<file path="config.mk">
export PLATFORM = sky130hd
export DESIGN_NAME = bor_ctrl
export DESIGN_NICKNAME = d
export VERILOG_FILES = /design/src/design/bor_pkg.sv /design/src/design/bor_ctrl.sv
export SDC_FILE = /design/constraint.sdc
export NUM_CORES = 1
export LEC_CHECK = 0
export BUFFER_PORTS_ARGS = -buffer_cell sky130_fd_sc_hd__buf_2
export CELL_PAD_IN_SITES_DETAIL_PLACEMENT = 1
export CELL_PAD_IN_SITES_GLOBAL_PLACEMENT = 1
export CORE_AREA = 4 4 41 43
export CTS_CLUSTER_DIAMETER = 200
export CTS_CLUSTER_SIZE = 28
export DETAILED_ROUTE_END_ITERATION = 8
export DIE_AREA = 0 0 45 47
export PLACE_DENSITY_LB_ADDON = 0.2
export SLEW_MARGIN = 20
export SYNTH_ARGS = -nofsm -noshare
export SYNTH_HDL_FRONTEND = slang
export SYNTH_SLANG_ARGS = --single-unit
</file>
<file path="constraint.sdc">
create_clock -name i_clk -period 3.3 [get_ports i_clk]
set_input_delay 0.165 -clock i_clk [delete_from_list [all_inputs] [get_ports i_clk]]
set_output_delay 0.165 -clock i_clk [all_outputs]
set_load 0.05 [all_outputs]
</file>
<file path="src/design/bor_pkg.sv">
`default_nettype none
package bor_pkg;

    localparam int BOR_CACHE_ENTRIES = 64;
    localparam int BOR_KEY_WIDTH     = 32;
    localparam int CAP_WIDTH         = 7;
    localparam int GAP_WIDTH         = 31;
    localparam int NU_WIDTH          = 32;
    localparam int OCC_WIDTH         = 7;

    localparam logic [CAP_WIDTH-1:0] CAP_RESET     = 7'd64;
    localparam logic [NU_WIDTH-1:0]  NU_NEVER      = 32'hFFFF_FFFF;
    localparam logic [NU_WIDTH-1:0]  NU_MAX_FINITE = 32'hFFFF_FFFE;

    typedef enum logic [1:0] {
        ST_IDLE,
        ST_SCAN,
        ST_DRAIN,
        ST_COMMIT
    } t_state;

    // Commands from the controller to the datapath.
    typedef struct packed {
        logic load;
        logic rd;
        logic commit;
    } t_cmd;

    // Status from the datapath to the controller.
    typedef struct packed {
        logic last_addr;
        logic out_free;
    } t_sts;

endpackage
`default_nettype wire

</file>
<file path="src/design/bor_ctrl.sv">
`default_nettype none
module bor_ctrl (
    input  wire            i_clk,
    input  wire            i_rst_n,
    input  wire            i_in_valid,
    output logic           o_in_ready,
    output bor_pkg::t_cmd  o_cmd,
    input  bor_pkg::t_sts  i_sts
);
    import bor_pkg::*;

    t_state r_state;
    t_state n_state;

    always_ff @(posedge i_clk) begin
        if (!i_rst_n) begin
            r_state <= ST_IDLE;
        end else begin
            r_state <= n_state;
        end
    end

    always_comb begin
        n_state = r_state;
        unique case (r_state)
            ST_IDLE: begin
                if (i_in_valid) n_state = ST_SCAN;
            end
            ST_SCAN: begin
                if (i_sts.last_addr) n_state = ST_DRAIN;
            end
            ST_DRAIN: begin
                n_state = ST_COMMIT;
            end
            ST_COMMIT: begin
                if (i_sts.out_free) n_state = ST_IDLE;
            end
            default: n_state = ST_IDLE;
        endcase
    end

    always_comb begin
        o_in_ready   = 1'b0;
        o_cmd.load   = 1'b0;
        o_cmd.rd     = 1'b0;
        o_cmd.commit = 1'b0;
        unique case (r_state)
            ST_IDLE: begin
                o_in_ready = 1'b1;
                o_cmd.load = i_in_valid;
            end
            ST_SCAN: begin
                o_cmd.rd = 1'b1;
            end
            ST_DRAIN: begin
            end
            ST_COMMIT: begin
                o_cmd.commit = i_sts.out_free;
            end
            default: begin
            end
        endcase
    end

endmodule
`default_nettype wire

</file>
==> impl_metrics.py, run 1 <==
metrics = {
    "status": {
        "status": "complete, no violations",
    },
    "setup_path": {
        "critical-path-top-delay-family": "compound AO/OA/AOI/OAI gates",
        "cp-end-kind": "flop",
        "cpPeakStageDelay_ns": 0.53,
        "regToRegStartpoint": "r_state[0]",
        "rrSetupSlack_ns": 1.78,
        "crit_path_cell_trace": "inv_1, ha_1, a222oi_1, mux2i_1",
        "cp.arrival_ns": 1.67,
        "r2r_end": "r_state[0]",
        "crit_path_top_delay_cell": "a222oi_1",
        "startpoint_type": "flop",
        "required_ns": 3.45,
        "cp_max_fo": 4,
        "critPathKind": "reg -> reg",
        "critPathBufInv": 1,
        "r2r_cells": 4,
    },
    "power": {
        "irDropWorstVdd_mv": 0.2360,
        "p_leak_nw": 0.1364,
        "powerDensity_nw_per_um2": 1045,
    },
    "worst_hold_path": {
        "holdPathStages": 3,
        "hp-class": "in -> reg",
        "worstHoldStart": "i_rst_n",
        "min_to": "r_state[1]",
    },
    "clocking": {
        "clk_pin_slew_ns": 0.03,
        "numCtsBuffers": 3,
        "h-tree-depth": 1,
        "hold_buffers": 0,
        "cts_setup_buffers": 0,
        "clock_path_buffers": 2,
        "cts_root_buffer": "clkbuf_4",
        "cts_sinks": 2,
        "cts.repair.resized": 0,
        "cts_tree": "built",
        "insertion_delay_ns": 0.22,
    },
    "yosys": {
        "netlist_area_um2": 170.2,
        "syn_avg_cell_area_um2": 8.508,
        "yosysWarnings": 0,
        "synth_cells": 20,
        "syn-num-nets": 29,
        "yosys_register_bits": 2,
        "yosys.cell_types.count": 10,
        "seq_area_frac_synth": 0.2353,
    },
    "layout": {
        "regMostFlops": "r_state",
        "top_regs": "r_state: 2 flops",
        "drive_gt1_frac": 0.4194,
        "fill_cells": 169,
        "layout_common_cells": "buf_2, inv_1, ha_1",
        "n_antenna_cell": 0,
        "syn2layout_area_growth_pct": 47.79,
        "largest_reg_flops": 2,
        "layout_commonest_cell": "buf_2",
        "fin_area_um2": 251.5,
        "fin_nets": 42,
    },
    "sta": {
        "finalSetupTns_ns": 0,
        "slew_violations": 0,
        "rsz0062_at_grt": "false",
        "setup_viol": 0,
        "hold_violations": 0,
        "slew_headroom": 0.6423,
        "fin_crit_sh": 0.4610,
        "fin_worst_skew_ns": 0.001329,
        "finalCriticalPeriod_ns": 1.521,
        "fmaxAchievable_mhz": 657.4,
        "worstMarginPinSlew_ns": 0.5366,
    },
    "floorplan": {
        "rows": 13,
        "io_pins": 9,
        "start_util": 0.1308,
        "dieHeight_um": 47,
        "dieArea_um2": 2115,
        "core-area_um2": 1301,
        "fp.dieW_um": 45,
    },
    "detailed_routing": {
        "avgViaCountPerCell": 3.739,
        "drt_first_pass_iters": 4,
        "dr.first_iter.drc_count": 2,
        "drc": 0,
        "drt_wl_total_um": 417,
        "wire_per_inst_um": 9.065,
        "antenna_left": 0,
        "vias": 172,
    },
    "global_routing": {
        "grt_max_degree": 5,
        "grt_overflow_total": 0,
        "grtUsageTotal": 0.05122,
        "antenna_found_initial": 0,
        "grt_pass1_wl_um": 683,
        "grt_pass1_vias": 187,
    },
    "place": {
        "place_congestion": 0.6446,
        "numPortBuffers": 8,
        "dpl_cell_area_um2": 229.0,
        "place_hpwl_um": 371.4,
    },
    "flow_run": {
        "drv_cap": 0,
    },
}
==> synthesized netlist by cell type (all sizes together) <==
cell type	count	area (µm²)
a222oi	1	10.01
ha	4	50.05
nand2	3	11.26
dfxtp	2	40.04
o21ai	1	5.000
mux2i	2	20.02
inv	4	15.01
clkinvlp	1	5.000
and2	2	13.77
==> through the flow <==
stage                     cells  hold slack [ns]    util  total power (W)  worst slack (ns)
after CTS                    46           0.2288  0.1933        0.0002730             1.709
after detailed placement     43           0.4676  0.1760        0.0002157             1.703
final                        46           0.2339  0.1933        0.0002628             1.779
after floorplan              20           0.3113       -        0.0001811             1.679
after global placement       43           0.4593  0.1760        0.0002119             1.755
after global routing         46           0.2408  0.1933        0.0002866             1.634
==> layout make-up <==
| type | instances | area, µm² | area share |
|---|---|---|---|
| well taps | 15 | 18.77 | 0.07463 |
| multi-input cells | 13 | 110.1 | 0.4378 |
| repair buffers | 8 | 40.04 | 0.1592 |
| flip-flops and latches | 2 | 40.04 | 0.1592 |
| inverters | 5 | 20.02 | 0.07960 |
| clock buffers | 3 | 22.52 | 0.08955 |
==> worst max-delay path by stage <==
stage,start,endpoint,cells past startpoint
floorplan,r_state[0],r_state[0],4
global placement,r_state[0],r_state[0],4
detailed placement,r_state[1],r_state[0],4
CTS,r_state[1],r_state[0],4
global route,r_state[0],r_state[0],4
finish,r_state[0],r_state[0],4
==> per-layer routing <==
layer,vias up,share of wire,track usage
met1,78,0.41,0.03837
met2,8,0.48,0.07345
met5,-,0,0
met3,0,0.10,0.02682
li1,86,-,-
met4,0,0,0.08772
==> worst register-to-register path: stages (launching register included) <==
cell,delay (ns)
dfxtp_1,0.36
inv_1,0.08
ha_1,0.24
a222oi_1,0.53
mux2i_1,0.24
==> cell families (layout without fill, tap and decap cells) <==
| logic type | count (synthesis) | count (layout) | share of synthesized area |
|---|---|---|---|
| muxes | 2 | 2 | 0.1177 |
| DFF | 2 | 2 | 0.2353 |
| buffers and inverters | 5 | 16 | 0.1176 |
| AOI/OAI and AO/OA | 2 | 2 | 0.08821 |
| adders and majority gates | 4 | 4 | 0.2941 |
| and+or+nand+nor | 5 | 5 | 0.1471 |
==> power by group <==
group	internal [W]	switching (W)	total (W)
Sequential	0.0000356	0.0000109	0.0000465
Clock	0.0000401	0.0000132	0.0000533
Combinational	0.0000483	0.000115	0.000163
No activity file was read; power rests on OpenSTA's default activity.
==> run 2, diff against run 1 <==
Settings changed: ABC_AREA set to 1.
Clock period 3.3 ns to 1.4 ns, I/O delays scaled along.
==> run 2 against run 1 <==
Compared with the run above:
- critical endpoint is now o_cmd[2]
- clock-buffer cell count did not move
- highest routed layer unchanged
- combinational power increased to 2.6 times the previous value
- synthesized cell count increased by 40%
==> impl_metrics.py, run 2 <==
metrics = {
    "global_routing": {
        "grt_pass1_vias": 189,
        "grt_overflow_total": 0,
        "grt_pass1_wl_um": 641,
        "grt_max_degree": 5,
        "grtUsageTotal": 0.04416,
        "antenna_found_initial": 0,
    },
    "yosys": {
        "synth_top_area_frac": 0.2721,
        "synth-simple-area-share": 0.3673,
        "synth_cells": 28,
        "yosysWarnings": 0,
        "yosys-top-cells-count": "nand2_1, inv_1, ha_1, nor2_1, dfxtp_1",
        "syn_avg_cell_area_um2": 6.569,
        "synth_fa_ha_area_frac": 0.2721,
        "synth_edf_count": 0,
        "synth_largest_area_cell": "ha_1",
        "synth_area_leaders": "ha_1, dfxtp_1, nand2_1, inv_1, nor2_1",
        "synth_compound_area_frac": 0,
        "syn-num-nets": 37,
        "seq_area_frac_synth": 0.2177,
        "yosysMostFrequentCell": "nand2_1",
        "synth_top_family_by_area": "simple AND/OR/NAND/NOR gates",
        "netlist_area_um2": 183.9,
        "yosys.cell_types.count": 8,
        "synth-xor-area-share": 0,
        "synthMuxAreaShare": 0,
        "async_reset_ff_frac": 0,
        "synth_top_flop_cell": "dfxtp_1",
        "yosys_register_bits": 2,
    },
    "power": {
        "powerDensity_nw_per_um2": 2506,
        "seq_power_share": 0.163,
        "irDropWorstVdd_mv": 0.4723,
        "swShare": 0.5511,
        "power.internal_w": 0.0002984,
        "p_leak_nw": 0.1724,
        "pwr-share-comb": 0.647,
        "p_switching_w": 0.0003664,
        "pwr-share-clk": 0.189,
    },
    "detailed_routing": {
        "drc": 0,
        "antenna_left": 0,
        "drt_first_pass_iters": 2,
        "wire_per_inst_um": 7.444,
        "avgViaCountPerCell": 3.333,
        "dr.first_iter.drc_count": 1,
        "drt_wl_total_um": 402,
        "vias": 180,
    },
    "clocking": {
        "cts_setup_buffers": 0,
        "cts_root_buffer": "clkbuf_4",
        "hold_buffers": 0,
        "insertion_delay_ns": 0.22,
        "cts_sinks": 2,
        "numCtsBuffers": 3,
        "clk_pin_slew_ns": 0.03,
        "h-tree-depth": 1,
        "cts.repair.resized": 0,
        "clock_path_buffers": 2,
        "cts_tree": "built",
    },
    "floorplan": {
        "io_pins": 9,
        "dieArea_um2": 2115,
        "fp.dieW_um": 45,
        "start_util": 0.1413,
        "dieHeight_um": 47,
        "core-area_um2": 1301,
        "rows": 13,
    },
    "sta": {
        "worstMarginPinSlew_ns": 0.2497,
        "hold_violations": 0,
        "fmaxAchievable_mhz": 781.4,
        "finalSetupTns_ns": 0,
        "fin_worst_skew_ns": 0.001084,
        "setup_viol": 0,
        "finalCriticalPeriod_ns": 1.280,
        "slew_violations": 0,
        "fin_crit_sh": 0.9141,
        "slew_headroom": 0.8347,
        "rsz0062_at_grt": "false",
    },
    "worst_hold_path": {
        "worstHoldStart": "i_rst_n",
        "holdPathStages": 3,
        "hp-class": "in -> reg",
        "min_to": "r_state[0]",
    },
    "layout": {
        "syn2layout_area_growth_pct": 44.22,
        "register_area_um2": 40.04,
        "stdcell_count": 54,
        "drive_gt1_frac": 0.3333,
        "multi_input_area_um2": 117.6,
        "n_antenna_cell": 0,
        "regMostFlops": "r_state",
        "top_regs": "r_state: 2 flops",
        "largest_reg_flops": 2,
        "fill_cells": 174,
        "fin_nets": 50,
        "layout_common_cells": "nand2_1, buf_2, inv_1",
        "fin_util": 0.2038,
    },
    "place": {
        "numPortBuffers": 8,
        "place_hpwl_um": 342.8,
        "place_inst": 51,
        "place_congestion": 0.6469,
    },
    "setup_path": {
        "cp.arrival_ns": 1.21,
        "startpoint_type": "flop",
        "regToRegStartpoint": "r_state[0]",
        "critPathKind": "reg -> out",
        "required_ns": 1.33,
        "r2r_end": "r_state[0]",
        "r2r_cells": 5,
        "cp-end-kind": "primary output",
        "cpPeakStageDelay_ns": 0.32,
        "rrSetupSlack_ns": 0.22,
        "cp_max_fo": 4,
        "crit_path_top_delay_cell": "dfxtp_1",
        "crit_path_cell_trace": "inv_1, ha_1, nand2_1, inv_1, buf_2",
        "cpMostUsedCell": "inv_1",
    },
    "status": {
        "status": "complete, no violations",
    },
    "flow_run": {
        "drv_cap": 0,
    },
}
[run 2: cell count changes in the layout (fill, tap and decap cells not counted)]
| cell | previous run | this run |
|---|---|---|
| inv_1 | 4 | 7 |
| or2_0 | 0 | 1 |
| nor2_1 | 0 | 4 |
| clkinvlp_2 | 1 | 0 |
| o21ai_0 | 1 | 0 |
| a222oi_1 | 1 | 0 |
| and2_2 | 1 | 0 |
| mux2i_1 | 2 | 0 |
| nand2_1 | 3 | 8 |
| nand3_2 | 0 | 1 |
| and2_1 | 1 | 0 |
| nand2_2 | 0 | 1 |
[run 2: cell type report]
| type | count | area share |
|---|---|---|
| Clock buffer | 3 | 0.08491 |
| Tap cell | 15 | 0.07075 |
| Multi-Input combinational cell | 19 | 0.4434 |
| Sequential cell | 2 | 0.1509 |
| Inverter | 7 | 0.09906 |
| Timing Repair Buffer | 8 | 0.1509 |
[run 2: metal layers]
metal | GRT usage | part of all wire | up-vias
met3 | 0.01916 | 0.12 | 0
met4 | 0.05263 | 0 | 0
met5 | 0 | 0 | -
li1 | - | - | 102
met2 | 0.06215 | 0.46 | 6
met1 | 0.04525 | 0.42 | 72
[run 2: worst max-delay path: cells and delay by family (launching register included)]
kind,cells,cell delay (ns)
and+or+nand+nor,1,0.06
adders and majority gates,1,0.21
DFF,1,0.32
buffers and inverters,3,0.40
[run 2: per-stage QoR]
step / worst slack, ns / power, W / hold WS (ns) / cell area, µm²
finish: 0.1202 / 0.0006648 / 0.08613 / 265.3
global route: 0.03802 / 0.0007274 / 0.09667 / 265.3
CTS: 0.1008 / 0.0006830 / 0.07671 / 265.3
detailed placement: 0.2152 / 0.0005471 / 0.3162 / 242.7
global placement: 0.2308 / 0.0005423 / 0.3136 / 242.7
floorplan: 0.01509 / 0.0004666 / 0.1905 / 183.9
[run 2: how the worst max path moves through the flow]
stage	end	slack (ns)	start	cells after the start
2_1_floorplan	o_cmd[2]	0.02	r_state[0]	4
3_3_place_gp	r_state[0]	0.23	r_state[0]	5
3_5_place_dp	r_state[0]	0.22	r_state[0]	5
4_1_cts	o_cmd[2]	0.10	r_state[0]	5
5_1_grt	o_cmd[2]	0.04	r_state[1]	5
6_report	o_cmd[2]	0.12	r_state[0]	5
[run 2: cell families after synthesis]
group / after synthesis
AND/OR/NAND/NOR: 15
buffers and inverters: 7
adder cells (fa/ha/maj): 4
flip-flops: 2
[run 2: power groups by stage]
stage | clock network (W) | logic (W) | registers, W
after floorplan | 0 | 0.000364 | 0.000102
after global placement | 0 | 0.000434 | 0.000109
after detailed placement | 0 | 0.000438 | 0.000109
after CTS | 0.000136 | 0.000439 | 0.000108
after global routing | 0.000135 | 0.000482 | 0.000111
final | 0.000126 | 0.000430 | 0.000109
==> run 3, diff against run 2 <==
Settings changed: ABC_AREA 1 to not set.
==> run 3 against run 2 <==
Compared with the run above:
- clock-buffer cell count is 1 higher
- sequential cell count unchanged
- combinational power rose by 30%
- critical endpoint is now r_state[1]
- worst setup slack lost 0.068 ns
- non-clock buffer count up 5
- highest routed layer unchanged
==> impl_metrics.py, run 3 (same netlist as run 1, synthesis figures left out) <==
metrics = {
    "place": {
        "place_hpwl_um": 377.9,
        "numPortBuffers": 8,
        "place_congestion": 0.7311,
        "dpl_cell_area_um2": 274.0,
        "place_inst": 45,
    },
    "clocking": {
        "cts_tree": "built",
        "clk_pin_slew_ns": 0.04,
        "numCtsBuffers": 3,
        "clock_path_buffers": 2,
        "cts_sinks": 2,
        "h-tree-depth": 1,
        "insertion_delay_ns": 0.23,
        "cts_root_buffer": "clkbuf_4",
    },
    "floorplan": {
        "core-area_um2": 1301,
        "start_util": 0.1308,
        "fp.dieW_um": 45,
        "dieHeight_um": 47,
        "dieArea_um2": 2115,
        "rows": 13,
        "io_pins": 9,
    },
    "setup_path": {
        "crit_path_top_delay_cell": "dfxtp_4",
        "cpPeakStageDelay_ns": 0.38,
        "r2r_end": "r_state[1]",
        "cp.arrival_ns": 1.49,
        "cp-end-kind": "flop",
        "required_ns": 1.54,
        "critPathKind": "reg -> reg",
        "rrSetupSlack_ns": 0.05,
        "crit_path_cell_trace": "inv_4, ha_4, a222oi_1, buf_4, mux2i_1",
        "cp_max_fo": 4,
        "startpoint_type": "flop",
        "regToRegStartpoint": "r_state[0]",
        "r2r_cells": 5,
    },
    "worst_hold_path": {
        "hp-class": "in -> reg",
        "min_to": "r_state[0]",
        "holdPathStages": 3,
        "worstHoldStart": "i_rst_n",
    },
    "detailed_routing": {
        "antenna_left": 0,
        "avgViaCountPerCell": 3.538,
        "drc": 0,
        "drt_wl_total_um": 468,
        "vias": 184,
        "drt_first_pass_iters": 4,
        "dr.first_iter.drc_count": 3,
        "wire_per_inst_um": 9.000,
    },
    "layout": {
        "stdcell_count": 52,
        "fin_area_um2": 327.8,
        "syn2layout_area_growth_pct": 92.65,
        "layout_common_cells": "buf_2, buf_4, nand2_1, clkbuf_4",
        "top_regs": "r_state: 2 flops",
        "largest_reg_flops": 2,
        "drive_gt1_frac": 0.6486,
        "regMostFlops": "r_state",
        "layout_commonest_cell": "buf_2",
        "fin_nets": 47,
        "fin_util": 0.2519,
        "n_antenna_cell": 0,
        "fill_cells": 168,
    },
    "sta": {
        "hold_violations": 0,
        "fin_crit_sh": 0.9628,
        "finalSetupTns_ns": 0,
        "slew_violations": 0,
        "fin_worst_skew_ns": 0.01161,
        "rsz0062_at_grt": "true",
        "setup_viol": 0,
        "fmaxAchievable_mhz": 741.9,
        "slew_headroom": 0.7877,
        "worstMarginPinSlew_ns": 0.3184,
        "finalCriticalPeriod_ns": 1.348,
    },
    "global_routing": {
        "grt_max_degree": 5,
        "antenna_found_initial": 0,
        "grtUsageTotal": 0.05753,
        "grt_pass1_wl_um": 821,
        "grt_pass1_vias": 210,
        "grt_overflow_total": 0,
    },
    "power": {
        "powerDensity_nw_per_um2": 2525,
        "p_switching_w": 0.0003879,
        "p_leak_nw": 0.1647,
        "power.internal_w": 0.0004399,
        "irDropWorstVdd_mv": 0.6709,
        "swShare": 0.4686,
        "pwr-share-comb": 0.675,
        "seq_power_share": 0.153,
        "pwr-share-clk": 0.173,
    },
    "flow_run": {
        "drv_cap": 0,
    },
    "status": {
        "status": "complete, no violations",
    },
}
## run 3: changes by cell type in the layout (fill, tap and decap cells not counted), moves of 2 or more
cell / before / now
buf_4: 0 / 6
dfxtp_1: 2 / 0
ha_1: 4 / 2
mux2i_1: 0 / 2
nand2_1: 8 / 3
ha_4: 0 / 2
inv_1: 7 / 2
nor2_1: 4 / 0
## run 3: worst max path at each step
stage	slack [ns]	from	endpoint	cells after the start
3_3_place_gp	0.02	r_state[0]	r_state[1]	5
5_1_grt	-0.02	r_state[0]	r_state[1]	5
2_1_floorplan	0.009	r_state[0]	r_state[1]	4
4_1_cts	0.002	r_state[0]	r_state[1]	5
3_5_place_dp	-0.006	r_state[0]	r_state[0]	5
6_report	0.05	r_state[0]	r_state[1]	5
## run 3: power groups by stage
stage | Sequential, W | Clock [W] | Combinational, W
2_1_floorplan | 0.000125 | 0 | 0.000403
3_3_place_gp | 0.000125 | 0 | 0.000491
3_5_place_dp | 0.000124 | 0 | 0.000499
4_1_cts | 0.000127 | 0.000153 | 0.000567
5_1_grt | 0.000131 | 0.000161 | 0.000616
6_report | 0.000126 | 0.000143 | 0.000558
## run 3: worst max-delay path: cells and delay by family, from the launching register on
family                   cells  cell delay (ns)
flip-flops                   1             0.38
AO/OA/AOI/OAI                1             0.34
buffers and inverters        2             0.23
multiplexers                 1             0.16
adder cells (fa/ha/maj)      1             0.15
## run 3: timing repair
item	in CTS	in global routing
setup endpoints to repair	2	3
setup buffers	3	0
hold buffers	0	0
resized for setup	1	2
pin swaps	2	0
## run 3: layer usage
| metal | vias to the layer above | track usage | share of wire | wire, µm |
|---|---|---|---|---|
| met5 | - | 0 | 0 | 0 |
| met4 | 0 | 0.07018 | 0 | 0 |
| met3 | 0 | 0.01916 | 0.14 | 65 |
| met2 | 9 | 0.08757 | 0.44 | 207 |
| met1 | 78 | 0.05643 | 0.42 | 195 |
| li1 | 97 | - | - | - |
## run 3: layout make-up
type	instances	area [µm²]	share of cell area
sequential	2	45.04	0.1374
clock buffer	4	26.28	0.08015
tap	15	18.77	0.05725
timing repair buffer	13	80.08	0.2443
inverter	5	22.52	0.06870
multi-input combinational	13	135.1	0.4122
## run 3: metrics by stage
| step | power (W) | hold WS (ns) | setup WS [ns] |
|---|---|---|---|
| 2_1_floorplan | 0.0005283 | 0.2053 | 0.008958 |
| 3_3_place_gp | 0.0006153 | 0.3582 | 0.02188 |
| 3_5_place_dp | 0.0006230 | 0.3583 | -0.006091 |
| 6_report | 0.0008278 | 0.1194 | 0.05210 |
| 4_1_cts | 0.0008471 | 0.1107 | 0.002047 |
| 5_1_grt | 0.0009073 | 0.1304 | -0.02498 |
